$ cat config.mk
export PLATFORM = sky130hd
export DESIGN_NAME = first_fit_page_extent_allocator_core
export DESIGN_NICKNAME = d
export VERILOG_FILES = /design/src/rtl/ffpea_pkg.sv /design/src/rtl/first_fit_page_extent_allocator_core.sv /design/src/rtl/ffpea_ram.sv
export SDC_FILE = /design/constraint.sdc
export NUM_CORES = 2
export LEC_CHECK = 0
export BUFFER_PORTS_ARGS = -buffer_cell sky130_fd_sc_hd__buf_2
export CAP_MARGIN = 20
export CORE_MARGIN = 1
export CORE_UTILIZATION = 30
export CTS_CLUSTER_DIAMETER = 40
export DETAILED_ROUTE_END_ITERATION = 8
export MAX_ROUTING_LAYER = met4
export PLACE_DENSITY = 0.49
export REMOVE_ABC_BUFFERS = 1
export SLEW_MARGIN = 20
export SYNTH_ARGS = -nofsm -noshare
export SYNTH_HDL_FRONTEND = slang
export SYNTH_SLANG_ARGS = --single-unit
$ cat constraint.sdc
create_clock -name clock -period 15.4 [get_ports clock]
set_input_delay 3.08 -clock clock [delete_from_list [all_inputs] [get_ports clock]]
set_output_delay 3.08 -clock clock [all_outputs]
set_load 0.01 [all_outputs]
$ cat src/rtl/ffpea_pkg.sv
`timescale 1ns / 1ps
package ffpea_pkg;

   localparam int MAX_EXTENTS_DEF    = 64;
   localparam int PAGE_ADDR_BITS_DEF = 20;

   localparam logic       OP_ALLOC = 1'b0;
   localparam logic       OP_FREE  = 1'b1;

   localparam logic [1:0] ST_OK      = 2'd0;
   localparam logic [1:0] ST_NOSPACE = 2'd1;
   localparam logic [1:0] ST_DROPPED = 2'd2;

   // sequencer states
   typedef enum logic [3:0] {
      S_IDLE,
      S_SCAN_RD,
      S_SCAN_CHK,
      S_MERGE_RD,
      S_MERGE_CHK,
      S_SHIFT_DN_RD,
      S_SHIFT_DN_WR,
      S_SHIFT_UP_RD,
      S_SHIFT_UP_WR,
      S_TAIL_CHK,
      S_DONE
   } fsm_type;

   // memory access request from sequencer
   typedef struct packed {
      logic rd_en;
      logic wr_en;
   } mem_ctl_type;

endpackage

$ cat src/rtl/first_fit_page_extent_allocator_core.sv
`timescale 1ns / 1ps
// first-fit page extent allocator
// request channel (req_valid/req_ready): req_operation 0 allocates req_length_pages
// pages, 1 frees req_length_pages pages starting at req_page_offset.
// response channel (rsp_valid/rsp_ready): one transaction per request carrying
// rsp_status (0 ok, 1 no space, 2 freed extent dropped) and rsp_granted_page.
// csr channel (csr_valid/csr_ready): writes the heap limit in pages; write only
// while no request is in flight.
// free extents live in one synchronous table memory sorted by address; a
// request walks it one entry at a time (read, then check), and removing
// or inserting an entry shifts the tail one entry at a time. one request is
// worked on at a time, the next is taken the cycle after the response is taken.
// the response is held in an output register; a new request is taken once it
// has been consumed, so a stalled receiver stalls the request side.
// reset clears the extent count, the boundary and the limit to full span; the
// table needs no clearing since only entries below the count are read.
module first_fit_page_extent_allocator_core #(
   parameter int MAX_EXTENTS    = ffpea_pkg::MAX_EXTENTS_DEF,
   parameter int PAGE_ADDR_BITS = ffpea_pkg::PAGE_ADDR_BITS_DEF
) (
   input  logic                      clock,
   input  logic                      reset,
   input  logic                      req_valid,
   output logic                      req_ready,
   input  logic                      req_operation,
   input  logic [PAGE_ADDR_BITS-1:0] req_page_offset,
   input  logic [PAGE_ADDR_BITS:0]   req_length_pages,
   output logic                      rsp_valid,
   input  logic                      rsp_ready,
   output logic [1:0]                rsp_status,
   output logic [PAGE_ADDR_BITS-1:0] rsp_granted_page,
   input  logic                      csr_valid,
   output logic                      csr_ready,
   input  logic [PAGE_ADDR_BITS:0]   csr_heap_limit_pages
);

   localparam int AW = PAGE_ADDR_BITS;
   localparam int LW = PAGE_ADDR_BITS + 1;
   localparam int IW = $clog2(MAX_EXTENTS);
   localparam int CW = $clog2(MAX_EXTENTS + 1);
   localparam int EW = AW + LW;
   localparam logic [CW-1:0] MAXC = CW'(MAX_EXTENTS);
   localparam logic [LW:0]   SPAN = (LW+1)'(1) << AW;

   ffpea_pkg::fsm_type state_ff, state_in;
   ffpea_pkg::mem_ctl_type mctl;

   logic [LW-1:0] limit_ff;
   logic [CW-1:0] count_ff, count_in;
   logic [LW-1:0] bound_ff, bound_in;
   logic          op_ff, op_in;
   logic [AW-1:0] addr_ff, addr_in;
   logic [LW-1:0] size_ff, size_in;
   logic [CW-1:0] idx_ff, idx_in;
   logic [CW-1:0] tgt_ff, tgt_in;
   logic [EW-1:0] hold_ff, hold_in;
   logic          rv_ff, rv_in;
   logic [1:0]    st_ff, st_in;
   logic [AW-1:0] gp_ff, gp_in;

   logic [IW-1:0] rd_addr, wr_addr;
   logic [EW-1:0] wr_data, rd_data;
   logic [AW-1:0] e_start;
   logic [LW-1:0] e_len;
   logic [LW:0]   e_end, f_end, b_sum, lim_eff;

   ffpea_ram #(.DEPTH(MAX_EXTENTS), .WIDTH(EW)) u_ram (
      .clock  (clock),
      .ctl    (mctl),
      .rd_addr(rd_addr),
      .wr_addr(wr_addr),
      .wr_data(wr_data),
      .rd_data(rd_data)
   );

   assign e_start = rd_data[EW-1:LW];
   assign e_len   = rd_data[LW-1:0];
   assign e_end   = (LW+1)'(e_start) + (LW+1)'(e_len);
   assign f_end   = (LW+1)'(addr_ff) + (LW+1)'(size_ff);
   assign b_sum   = (LW+1)'(bound_ff) + (LW+1)'(size_ff);
   assign lim_eff = ((LW+1)'(limit_ff) > SPAN) ? SPAN : (LW+1)'(limit_ff);

   assign req_ready = (state_ff == ffpea_pkg::S_IDLE) && !rv_ff;
   assign csr_ready = 1'b1;
   assign rsp_valid = rv_ff;
   assign rsp_status = st_ff;
   assign rsp_granted_page = gp_ff;

   // registers
   always_ff @(posedge clock) begin
      if (reset) begin
         state_ff <= ffpea_pkg::S_IDLE;
         count_ff <= '0;
         bound_ff <= '0;
         limit_ff <= LW'(SPAN);
         rv_ff    <= 1'b0;
      end else begin
         state_ff <= state_in;
         count_ff <= count_in;
         bound_ff <= bound_in;
         rv_ff    <= rv_in;
         if (csr_valid) begin
            limit_ff <= csr_heap_limit_pages;
         end
      end
      op_ff   <= op_in;
      addr_ff <= addr_in;
      size_ff <= size_in;
      idx_ff  <= idx_in;
      tgt_ff  <= tgt_in;
      hold_ff <= hold_in;
      st_ff   <= st_in;
      gp_ff   <= gp_in;
   end

   // sequencer
   always_comb begin
      state_in = state_ff;
      count_in = count_ff;
      bound_in = bound_ff;
      op_in    = op_ff;
      addr_in  = addr_ff;
      size_in  = size_ff;
      idx_in   = idx_ff;
      tgt_in   = tgt_ff;
      hold_in  = hold_ff;
      rv_in    = rv_ff;
      st_in    = st_ff;
      gp_in    = gp_ff;
      mctl     = '0;
      rd_addr  = idx_ff[IW-1:0];
      wr_addr  = idx_ff[IW-1:0];
      wr_data  = hold_ff;
      if (rv_ff && rsp_ready) begin
         rv_in = 1'b0;
      end
      unique case (state_ff)
         ffpea_pkg::S_IDLE: begin
            if (req_valid && req_ready) begin
               op_in   = req_operation;
               addr_in = req_page_offset;
               size_in = req_length_pages;
               idx_in  = '0;
               st_in   = ffpea_pkg::ST_OK;
               gp_in   = '0;
               state_in = ffpea_pkg::S_SCAN_RD;
            end
         end
         ffpea_pkg::S_SCAN_RD: begin
            if (op_ff == ffpea_pkg::OP_ALLOC) begin
               if (size_ff == '0) begin
                  st_in = ffpea_pkg::ST_NOSPACE;
                  state_in = ffpea_pkg::S_DONE;
               end else if (idx_ff < count_ff) begin
                  mctl.rd_en = 1'b1;
                  state_in = ffpea_pkg::S_SCAN_CHK;
               end else if (b_sum <= lim_eff) begin
                  gp_in = bound_ff[AW-1:0];
                  bound_in = b_sum[LW-1:0];
                  state_in = ffpea_pkg::S_DONE;
               end else begin
                  st_in = ffpea_pkg::ST_NOSPACE;
                  state_in = ffpea_pkg::S_DONE;
               end
            end else begin
               if (size_ff == '0 || f_end > (LW+1)'(bound_ff)) begin
                  state_in = ffpea_pkg::S_DONE;
               end else if (f_end == (LW+1)'(bound_ff)) begin
                  bound_in = LW'(addr_ff);
                  if (count_ff != '0) begin
                     idx_in = count_ff - CW'(1);
                     rd_addr = IW'(count_ff - CW'(1));
                     mctl.rd_en = 1'b1;
                     state_in = ffpea_pkg::S_TAIL_CHK;
                  end else begin
                     state_in = ffpea_pkg::S_DONE;
                  end
               end else if (idx_ff < count_ff) begin
                  mctl.rd_en = 1'b1;
                  state_in = ffpea_pkg::S_SCAN_CHK;
               end else begin
                  // insert at end of table
                  tgt_in = idx_ff;
                  if (count_ff >= MAXC) begin
                     st_in = ffpea_pkg::ST_DROPPED;
                     state_in = ffpea_pkg::S_DONE;
                  end else begin
                     wr_data = {addr_ff, size_ff};
                     mctl.wr_en = 1'b1;
                     count_in = count_ff + CW'(1);
                     state_in = ffpea_pkg::S_DONE;
                  end
               end
            end
         end
         ffpea_pkg::S_SCAN_CHK: begin
            if (op_ff == ffpea_pkg::OP_ALLOC) begin
               if (e_len >= size_ff) begin
                  gp_in = e_start;
                  if (e_len == size_ff) begin
                     idx_in = idx_ff + CW'(1);
                     state_in = ffpea_pkg::S_SHIFT_DN_RD;
                  end else begin
                     wr_data = {AW'((LW+1)'(e_start) + (LW+1)'(size_ff)), e_len - size_ff};
                     mctl.wr_en = 1'b1;
                     state_in = ffpea_pkg::S_DONE;
                  end
               end else begin
                  idx_in = idx_ff + CW'(1);
                  state_in = ffpea_pkg::S_SCAN_RD;
               end
            end else begin
               if (e_end == (LW+1)'(addr_ff)) begin
                  hold_in = {e_start, e_len + size_ff};
                  wr_data = {e_start, e_len + size_ff};
                  mctl.wr_en = 1'b1;
                  if (idx_ff + CW'(1) < count_ff) begin
                     tgt_in = idx_ff;
                     idx_in = idx_ff + CW'(1);
                     rd_addr = IW'(idx_ff + CW'(1));
                     mctl.rd_en = 1'b1;
                     state_in = ffpea_pkg::S_MERGE_CHK;
                  end else begin
                     state_in = ffpea_pkg::S_DONE;
                  end
               end else if ((LW+1)'(e_start) == f_end) begin
                  wr_data = {addr_ff, e_len + size_ff};
                  mctl.wr_en = 1'b1;
                  state_in = ffpea_pkg::S_DONE;
               end else if (e_start > addr_ff) begin
                  if (count_ff >= MAXC) begin
                     st_in = ffpea_pkg::ST_DROPPED;
                     state_in = ffpea_pkg::S_DONE;
                  end else begin
                     tgt_in = idx_ff;
                     idx_in = count_ff;
                     count_in = count_ff + CW'(1);
                     state_in = ffpea_pkg::S_SHIFT_UP_RD;
                  end
               end else begin
                  idx_in = idx_ff + CW'(1);
                  state_in = ffpea_pkg::S_SCAN_RD;
               end
            end
         end
         ffpea_pkg::S_MERGE_RD: begin
            state_in = ffpea_pkg::S_MERGE_CHK;
         end
         ffpea_pkg::S_MERGE_CHK: begin
            // next extent starts where the freed one ends: absorb and close gap
            if ((LW+1)'(e_start) == f_end) begin
               wr_addr = tgt_ff[IW-1:0];
               wr_data = {hold_ff[EW-1:LW], hold_ff[LW-1:0] + e_len};
               mctl.wr_en = 1'b1;
               idx_in = idx_ff + CW'(1);
               state_in = ffpea_pkg::S_SHIFT_DN_RD;
            end else begin
               state_in = ffpea_pkg::S_DONE;
            end
         end
         ffpea_pkg::S_SHIFT_DN_RD: begin
            // idx points at source entry; move it down by one
            if (idx_ff < count_ff) begin
               mctl.rd_en = 1'b1;
               state_in = ffpea_pkg::S_SHIFT_DN_WR;
            end else begin
               count_in = count_ff - CW'(1);
               state_in = ffpea_pkg::S_DONE;
            end
         end
         ffpea_pkg::S_SHIFT_DN_WR: begin
            wr_addr = IW'(idx_ff - CW'(1));
            wr_data = rd_data;
            mctl.wr_en = 1'b1;
            idx_in = idx_ff + CW'(1);
            state_in = ffpea_pkg::S_SHIFT_DN_RD;
         end
         ffpea_pkg::S_SHIFT_UP_RD: begin
            // idx points at destination; copy idx-1 up, then place new entry
            if (idx_ff > tgt_ff) begin
               rd_addr = IW'(idx_ff - CW'(1));
               mctl.rd_en = 1'b1;
               state_in = ffpea_pkg::S_SHIFT_UP_WR;
            end else begin
               wr_data = {addr_ff, size_ff};
               mctl.wr_en = 1'b1;
               state_in = ffpea_pkg::S_DONE;
            end
         end
         ffpea_pkg::S_SHIFT_UP_WR: begin
            wr_data = rd_data;
            mctl.wr_en = 1'b1;
            idx_in = idx_ff - CW'(1);
            state_in = ffpea_pkg::S_SHIFT_UP_RD;
         end
         ffpea_pkg::S_TAIL_CHK: begin
            if (e_end == (LW+1)'(bound_ff)) begin
               bound_in = LW'(e_start);
               count_in = count_ff - CW'(1);
            end
            state_in = ffpea_pkg::S_DONE;
         end
         ffpea_pkg::S_DONE: begin
            rv_in = 1'b1;
            state_in = ffpea_pkg::S_IDLE;
         end
         default: begin
            state_in = ffpea_pkg::S_IDLE;
         end
      endcase
   end

endmodule

$ cat src/rtl/ffpea_ram.sv
`timescale 1ns / 1ps
module ffpea_ram #(
   parameter int DEPTH = ffpea_pkg::MAX_EXTENTS_DEF,
   parameter int WIDTH = 41
) (
   input  logic                     clock,
   input  ffpea_pkg::mem_ctl_type   ctl,
   input  logic [$clog2(DEPTH)-1:0] rd_addr,
   input  logic [$clog2(DEPTH)-1:0] wr_addr,
   input  logic [WIDTH-1:0]         wr_data,
   output logic [WIDTH-1:0]         rd_data
);

   logic [WIDTH-1:0] mem [DEPTH];
   logic [WIDTH-1:0] rd_data_ff;

   // single write, single registered read
   always_ff @(posedge clock) begin
      if (ctl.wr_en) begin
         mem[wr_addr] <= wr_data;
      end
      if (ctl.rd_en) begin
         rd_data_ff <= mem[rd_addr];
      end
   end

   assign rd_data = rd_data_ff;

endmodule

==> impl_metrics.py <==
metrics = {
    "sta": {
        "setup_viol": 0,
        "period_minus_slack_ns": 10.26,
        "worst_pin_slew_ns": 1.18,
        "fmax_mhz": 97.4,
        "hold_viol_final": 0,
        "max-slew-margin-rel_pct": 20.5,
        "setup_ws_ns": 5.14,
        "rsz0062_at_grt": "no",
        "maxSlewViolCount": 0,
        "finalClockSkew_ns": 0.0615,
        "finalCritPeriodShare_pct": 66.6,
        "holdWs_ns": 0.526,
    },
    "grt": {
        "grt_usage_pct": 20.0,
        "antenna_found_initial": 17,
        "grt_pass1_vias": 80600,
        "grt_pass1_wl_mm": 593,
        "globalRouteOverflowTotal": 0,
        "grt_max_degree": 141,
    },
    "worst_setup_path": {
        "reg2reg_slack_ns": 5.14,
        "criticalPathCategory": "reg2reg",
        "r2r_start": "size_ff[1]",
        "r2r-end": "u_ram.rd_data[33]",
        "cp-start-kind": "flip-flop",
        "crit_path_top_delay_cell": "nor3_4",
        "max_stage_delay_ns": 0.92,
        "critPathMaxFanout": 85,
        "cp_common_cell": "o21ai_1",
        "worstSetupEndpoint": "u_ram.rd_data[33]",
        "crit_required_ns": 16.08,
        "arrival_ns": 10.94,
        "cp-startpoint": "size_ff[1]",
        "end_kind": "flip-flop",
        "reg2reg_depth": 29,
    },
    "floorplanning": {
        "io-pin-count": 93,
        "placementRows": 235,
        "dieHeight_um": 643,
        "core_um2": 410000,
        "dieArea_um2": 414000,
        "initial_core_util_pct": 30.1,
        "die_w_um": 643,
    },
    "yosys": {
        "synth_enable_flop_cells": 2784,
        "synth-seq-area-share_pct": 68.6,
        "synthDistinctLibCells": 102,
        "ys_seq_elements": 2838,
        "yosysWarnings": 0,
        "synthFlopType": "edfxtp_1",
        "synth_cells": 9814,
        "synthesis.area_um2": 123000,
        "synthArstFlopShare_pct": 0,
        "syn_avg_cell_area_um2": 12.6,
    },
    "power_and_ir_drop": {
        "p_seq_share_pct": 31.7,
        "switching_share_pct": 42.0,
        "p_comb_share_pct": 41.6,
        "p_int_uw": 19800,
        "ir_drop_mv": 0.260,
        "p_leak_uw": 0.0491,
        "p_per_area_nw_per_um2": 235,
        "clockPowerShare_pct": 26.7,
        "p_sw_uw": 14300,
    },
    "cts": {
        "cts_tree": "yes",
        "cts_max_path_buffers": 4,
        "clock_latency_ns": 0.97,
        "cts.clk_slew.worst_paths_ns": 0.06,
        "cts_made_buffers": 392,
        "root_buffer": "clkbuf_16",
        "cts_resized": 0,
        "postCtsSetupRepairBufs": 0,
        "htreeDepth": 5,
        "holdBufCountCts": 0,
        "cts_sinks": 2838,
    },
    "layout": {
        "n_fill_cell": 39400,
        "regArea_um2": 84700,
        "multi_input_area_um2": 36700,
        "drive_above_1_share_pct": 11.3,
        "nets": 10200,
        "area_growth_pct": 17.2,
    },
    "placement": {
        "preCtsSetupSlack_ns": 5.27,
        "gp_congestion": 0.927,
        "numPortBuffers": 91,
        "hpwl_mm": 246,
    },
    "route": {
        "drt_iter0_drc": 8557,
        "vias": 84100,
        "avgRoutedWirePerCell_um": 26.5,
        "routed_wl_mm": 417,
        "drc": 0,
        "dr.pass1.iters": 8,
        "vias_per_cell": 5.34,
        "postRouteAntennaNets": 0,
    },
    "worst_hold_path": {
        "hold_class": "reg2reg",
    },
    "status": {
        "status": "finished clean",
    },
    "flow_run": {
        "cap_violations": 0,
    },
}
==> state kept, by name (all words and copies together) (netlist names), 20 cells and up <==
register,flops
limit_ff,21
rsp_granted_page,20
addr_ff,20
hold_ff,41
bound_ff,21
size_ff,21
u_ram.mem,2624
u_ram.rd_data,41
==> per-stage QoR <==
step | TNS (ns) | utilization [%] | power, uW | area [um^2] | cells
2_1_floorplan | -742.36 | - | 20800 | 121000 | 9211
3_3_place_gp | 0 | 32.0 | 24900 | 131000 | 15000
3_5_place_dp | 0 | 32.1 | 25000 | 131000 | 15000
4_1_cts | 0 | 35.3 | 34100 | 145000 | 15700
5_1_grt | 0 | 35.3 | 35600 | 145000 | 15700
6_report | 0 | 35.3 | 34000 | 145000 | 15700
==> placed cells by master (no fill, tap or decap), types with 30 or more instances in the layout <==
master / instances
a211oi_1: 30
nand2_1: 2419
clkinv_1: 50
and3_1: 178
a31oi_1: 142
clkinv_4: 31
nor2_4: 69
buf_4: 218
or4_1: 44
o21ai_0: 159
nor2_1: 227
nor3_1: 107
xnor2_1: 128
buf_2: 92
ha_1: 226
a21o_1: 61
clkbuf_1: 40
edfxtp_1: 2784
a32oi_1: 170
dfxtp_1: 54
nand4_1: 151
clkinvlp_4: 48
nand3_1: 727
inv_1: 152
inv_6: 42
a311oi_1: 187
a21oi_1: 312
bufinv_16: 41
clkinv_2: 53
mux2i_1: 294
xor2_1: 50
clkbuf_16: 396
==> synth_stat cells, types with 9 or more instances <==
master,count,area share [%]
a221o_1,27,0.22
o21a_1,26,0.16
xnor3_1,9,0.16
buf_1,63,0.19
nand2b_1,23,0.12
buf_2,136,0.55
nor2_1,298,0.91
and3_1,179,0.91
xor2_1,50,0.35
or4_1,44,0.27
nor2b_1,26,0.13
o211ai_1,20,0.12
nor4_1,21,0.11
edfxtp_1,2784,68
nand2_1,2428,7.4
a21oi_1,315,1.3
o221ai_1,19,0.13
nor3_1,110,0.45
xnor2_1,128,0.91
inv_1,152,0.46
buf_4,11,0.067
a21boi_0,12,0.073
or2_2,12,0.061
and2_1,13,0.066
o21bai_1,23,0.14
dfxtp_1,54,0.88
o21ai_1,11,0.045
nand4_1,151,0.77
a21o_1,62,0.38
a221oi_1,24,0.17
clkbuf_1,389,1.2
mux2i_1,294,2.4
nor3b_1,9,0.055
o21ai_0,174,0.71
a211oi_1,31,0.19
a222oi_1,15,0.12
o31ai_1,15,0.091
a31oi_1,144,0.73
a32oi_1,170,1.2
nand3_1,732,3.0
a311oi_1,188,1.3
ha_1,226,2.3
a22oi_1,13,0.079
or3_1,23,0.12
==> worst max-delay path: cells and delay by family (launching register included) <==
family	cells	cell delay (ns)
adder cells (fa/ha/maj)	2	0.81
buffers and inverters	4	1.39
flip-flops	1	0.68
XOR/XNOR	1	0.17
AO/OA/AOI/OAI	13	3.34
AND/OR/NAND/NOR	9	3.30
==> kinds of logic (layout without fill, tap and decap cells) <==
| logic type | Yosys count | after routing | share of synthesized area [%] |
|---|---|---|---|
| flip-flops | 2838 | 2838 | 68.6 |
| multiplexers | 297 | 297 | 2.43 |
| AND/OR/NAND/NOR | 4097 | 4097 | 14.5 |
| adder cells (fa/ha/maj) | 233 | 233 | 2.40 |
| AO/OA/AOI/OAI | 1403 | 1403 | 8.06 |
| other | 1 | 6 | 0.00304 |
| XOR/XNOR | 189 | 189 | 1.47 |
| buffers and inverters | 756 | 1215 | 2.50 |
==> power by group through the flow <==
stage               combinational (uW)  clock [uW]  sequential, uW
CTS                              14100        9220           10800
global placement                 13900           0           10900
finish                           14200        9080           10800
detailed placement               14100           0           10900
global route                     15200        9520           10800
floorplan                         9870           0           10900
==> routing by layer <==
metal	part of all wire [%]	GRT usage, %	up-vias	wire length [um]
met5	0	-	-	0
met4	2.8	5.30	0	11500
met3	6.9	2.86	584	28900
met2	47	32.1	3299	198000
met1	43	26.6	43100	179000
li1	-	-	37100	-
==> how the worst min path moves through the flow <==
| stage | start | end | slack [ns] | cells past startpoint |
|---|---|---|---|---|
| 2_1_floorplan | limit_ff[0] | limit_ff[0] | 0.48 | 2 |
| 3_3_place_gp | limit_ff[0] | limit_ff[0] | 0.51 | 2 |
| 3_5_place_dp | limit_ff[0] | limit_ff[0] | 0.52 | 2 |
| 4_1_cts | limit_ff[0] | limit_ff[0] | 0.53 | 2 |
| 5_1_grt | limit_ff[7] | limit_ff[7] | 0.56 | 2 |
| 6_report | limit_ff[0] | limit_ff[0] | 0.53 | 2 |
==> cell type report <==
type                            count  area share, %
Multi-Input combinational cell   6220           25.4
Clock buffer                      436           6.96
Tap cell                         5451           4.72
Clock inverter                    291           2.19
Antenna cell                        5        0.00865
Sequential cell                  2838           58.6
Timing Repair Buffer              335           1.81
Inverter                          153          0.397
(Power assumes the default switching activity.)
